`config.mk`:
```
export PLATFORM = sky130hd
export DESIGN_NAME = slpm_ram
export DESIGN_NICKNAME = d
export VERILOG_FILES = /design/src/slpm_ram.sv
export SDC_FILE = /design/constraint.sdc
export NUM_CORES = 1
export LEC_CHECK = 0
export BUFFER_PORTS_ARGS = -buffer_cell sky130_fd_sc_hd__clkbuf_2
export CORE_MARGIN = 3
export CORE_UTILIZATION = 40
export CTS_CLUSTER_SIZE = 8
export DETAILED_ROUTE_END_ITERATION = 8
export HOLD_SLACK_MARGIN = 0.08
export PLACE_DENSITY = 0.67
export SLEW_MARGIN = 5
export SYNTH_ARGS = -nofsm -noshare
export SYNTH_HDL_FRONTEND = slang
export SYNTH_SLANG_ARGS = --single-unit
```
`constraint.sdc`:
```
create_clock -name clock -period 3.6 [get_ports clock]
set_input_delay 0.36 -clock clock [delete_from_list [all_inputs] [get_ports clock]]
set_output_delay 0.36 -clock clock [all_outputs]
set_load 0.01 [all_outputs]
```
`src/slpm_ram.sv`:
```
module slpm_ram #(
   parameter int WIDTH = 32,
   parameter int DEPTH = 32
) (
   input  logic                     clock,
   input  logic                     wr_en,
   input  logic [$clog2(DEPTH)-1:0] wr_addr,
   input  logic [WIDTH-1:0]         wr_data,
   input  logic [$clog2(DEPTH)-1:0] rd_addr,
   output logic [WIDTH-1:0]         rd_data
);

   logic [WIDTH-1:0] mem [DEPTH];
   logic [WIDTH-1:0] rd_data_ff;

   always_ff @(posedge clock) begin
      if (wr_en) begin
         mem[wr_addr] <= wr_data;
      end
      rd_data_ff <= mem[rd_addr];
   end

   assign rd_data = rd_data_ff;

endmodule

```
==> results.md <==
Place:
- Before CTS, the worst setup slack after placement is about 0.85 ns.
- The standard cell area after detailed placement is about 43000 um^2.
- The count of port buffers added during placement is 75.
- After legalization and detailed placement, the total HPWL measured about 54000 um.
- The routability-driven placement congestion ratio is roughly 0.8.

Die:
- In this run the core area contains between 100 and 150 standard-cell rows.
- The floorplan step set the die width to roughly 320 um.
- The die area is around 110000 um^2.
- The vertical die dimension is ~320 um.
- The top-level port count is 76.
- The initial utilization of the core area, before any placement, comes to about two fifths.
- The floorplan step defined a core boundary enclosing 100000 um^2.

Cells and area:
- In the final layout, the share of cells above drive strength 1 is 14.4%.
- Relative to the synthesized area, the layout overhead comes to 16.3%.
- The summed area of non-filler cells in the final layout is 47100 um^2.
- After the last flow step, the layout net total stands at between 2000 and 2500.
- At the end of the flow the core is filled with cells to 47.0%.

Yosys:
- The top cell type's share of synthesized area is between 70% and 80%.
- The post-synthesis area per instance is approximately 18 um^2.
- The number of flip-flops and latches in the synthesized netlist is around 1100.
- Synthesis produced a netlist with a net count of around 2300.
- The number of cells produced by synthesis is roughly 2300.
- The cell area after synthesis is ~40000 um^2.
- The leading area contributor after synthesis is sky130_fd_sc_hd__edfxtp_1.
- For this run, the number of Yosys warnings is 0.
- In the post-synthesis netlist, the biggest area contributors are sky130_fd_sc_hd__edfxtp_1 (76%), sky130_fd_sc_hd__mux2i_1 (13%), sky130_fd_sc_hd__a22oi_1 (1.8%), sky130_fd_sc_hd__dfxtp_1 (1.6%), sky130_fd_sc_hd__a22o_1 (1.4%).
- The distinct cell type count of the synthesized netlist is 25.
- The part of the Yosys area used for sequential elements is 77.5%.

Critical path:
- On the worst path, the slowest cell contributes a delay of just under 0.6 ns.
- The worst register-to-register path begins at mem[1][21].
- Among cell families on the critical path, the largest total delay comes from simple AND/OR/NAND/NOR gates.
- The critical path goes through clkbuf_2 > and2_4 > buf_4 > a22o_1 > nor3_1 > a31oi_1 > nand3_1.
- Together, buffers and inverters on the worst path number 2.
- The worst setup path is launched from an input pin.
- For the worst setup path, the data required time is between 4 and 5 ns.
- Counting buffers and inverters, the worst setup path is 7 cells deep.
- The category of the most critical setup path is input pin to register.
- The cell at the slowest stage of the critical path is sky130_fd_sc_hd__and2_4.
- The start point of the critical path is rd_addr[1].
- The type of destination of the critical path is a register.
- The worst register-to-register path has a depth of 5.
- The data arrival at the endpoint of the critical path is between 2 and 3 ns.
- In this run the worst path has a maximum fanout of 36.

STA:
- The number of hold violations in the final report was 0.
- The share of the clock period used by the worst path after layout is a little under three fifths.
- The worst slew margin relative to its limit is about 28%.
- Derived from the worst setup path, the maximum achievable clock frequency is around 0.49 GHz.
- At the pin with the least slew margin, the transition time is roughly 1.1 ns.
- Setup violations remaining at the end of the flow were counted as 0.
- The smallest clock period supported by the final layout is computed as just over 2 ns.
- Setup repair after global routing left no endpoint under its margin.
- The final number of max-transition violations is 0.
- The worst-case setup margin in the final layout is about 1.6 ns.
- The post-route clock skew is ~0.020 ns.
- For the final routed database, the setup TNS stands at 0 ns.

GRT:
- The largest net degree at the start of global routing is 93.
- Across every metal layer, demand over resource in global routing totals roughly 19%.
- For this run the aggregate overflow at the end of global routing stands at 0.
- The via count of the first global-routing pass came to roughly 22000.
- The wire length of the first global-routing pass is around 140000 um.
- The initial antenna violation count came to 5.

Drt:
- The routed length per instance is around 25 um.
- The routed layout has approximately 21000 vias.
- The count of nets left with antenna violations once routing finished came out at 0.
- After detailed routing, the number of vias per cell comes to around 5.5.
- The detailed router's first-iteration violation count is slightly below 2000.
- The routed wire length is between 90000 and 100000 um.
- The pre-antenna-repair detailed-routing pass consisted of 5 iterations.
- The remaining routing DRC violations is 0.

Clock tree:
- The deepest clock path buffer count is 3.
- Buffers inserted during clock tree synthesis total 150.
- The number of clock sinks seen by CTS is ~1100.
- TritonCTS built the clock tree.
- The clock reaches the later pin of the worst-skew pair after ~0.71 ns.
- The H-tree was split into 4 levels.
- The buffer cell driving the clock tree root is sky130_fd_sc_hd__clkbuf_16.
- The hold buffer count at cts is 0.
- After clock tree synthesis, the repair step resized 0 gates.
- After clock tree synthesis, the setup repair step added 0 buffers.
- The clock input transition at the sequential cells of the worst setup and hold paths is about 0.05 ns.

Power and ir drop:
- Dividing total power by cell area gives a power density of roughly 580 nW/um^2.
- The maximum ir drop on the vdd rail is about 0.00046 V.
- Total power for the finished layout comes to between 20 and 30 mW.
- The static leakage is between 15 and 20 nW.

Worst hold path:
- The worst hold path cell count is 5.
- The class of the most critical hold timing path is input pin to register.
- The start point of the worst min-delay path is rd_addr[2].

Job:
- The tool flagged a number of max-cap violations equal to 0.

Status:
- The flow ran to the end, and the final reports show no timing, DRC or antenna violations.
worst reg2reg max path, stage by stage (launching register included):
cell,delay (ns)
sky130_fd_sc_hd__edfxtp_1,0.37
sky130_fd_sc_hd__mux2i_1,0.15
sky130_fd_sc_hd__a22o_1,0.17
sky130_fd_sc_hd__nor3_1,0.08
sky130_fd_sc_hd__a31oi_1,0.49
sky130_fd_sc_hd__nand3_1,0.19
final timing paths:
kind | end | slack (ns)
worst min register to register | rd_data[6] | 0.61
worst max register to register | rd_data[21] | 1.98
worst min-delay path | rd_data[12] | 0.28
worst max-delay path | rd_data[22] | 1.56
Yosys cell counts (all sizes together):
cell type and n:
buf 79, nand3b 5, nor3 32, dfxtp 32, nor2 34, a21oi 96, edfxtp 1024, or2 1
clkbuf 48, nor2b 1, nand2b 2, or3b 3, a31oi 32, nand2 98, and2 1, nand3 98
mux2i 512, or3 1, and2b 1, a22o 64, a22oi 96
power breakdown:
group          internal, mW  total (mW)  switching, mW
clock network          7.62        12.4           4.81
registers              13.7        13.8         0.0727
logic                 0.425        1.30          0.879
total                  21.8        27.5           5.76
layout by cell type, fill, tap and decap left out, types with 20 or more instances in the layout:
master,n
sky130_fd_sc_hd__mux2i_1,512
sky130_fd_sc_hd__clkbuf_1,63
sky130_fd_sc_hd__nor3_1,32
sky130_fd_sc_hd__a22oi_1,96
sky130_fd_sc_hd__nand2_1,97
sky130_fd_sc_hd__clkbuf_2,74
sky130_fd_sc_hd__a21oi_1,96
sky130_fd_sc_hd__buf_4,61
sky130_fd_sc_hd__dfxtp_1,32
sky130_fd_sc_hd__nor2_4,33
sky130_fd_sc_hd__edfxtp_1,1024
sky130_fd_sc_hd__a22o_1,64
sky130_fd_sc_hd__clkbuf_16,151
sky130_fd_sc_hd__nand3_1,98
sky130_fd_sc_hd__buf_12,20
sky130_fd_sc_hd__a31oi_1,32
metrics by stage:
stage,instances,hold WS (ns)
after floorplan,2260,0.459
after global placement,3646,0.587
after detailed placement,3646,0.598
after CTS,3872,0.228
after global routing,3873,0.313
final,3873,0.284
metal layers:
layer	share of wire, %	track usage [%]	vias to the layer above
li1	-	-	9332
met1	41	24.2	10932
met2	50	31.5	793
met3	6.7	3.39	138
met4	2.4	6.24	6
met5	0.041	0	-
area by class of cell:
cell class / count / area (um^2)
fill: 8230 / 53200
sequential: 1056 / 31400
multi-input combinational: 1077 / 8610
clock buffer: 214 / 4020
tap: 1357 / 1700
timing repair buffer: 156 / 1240
clock inverter: 12 / 131
antenna: 1 / 2.50
flip-flops by register name (all words and copies together) (netlist names):
register and cells:
rd_data 32, mem 1024
cell families after synthesis:
group	count (synthesis)	share of synthesized area, %
and+or+nand+nor	277	3.10
buffers and inverters	127	1.86
DFF	1056	77.5
muxes	512	12.7
AOI/OAI and AO/OA	288	4.85
Note: power is estimated with default switching activity, not from simulation.
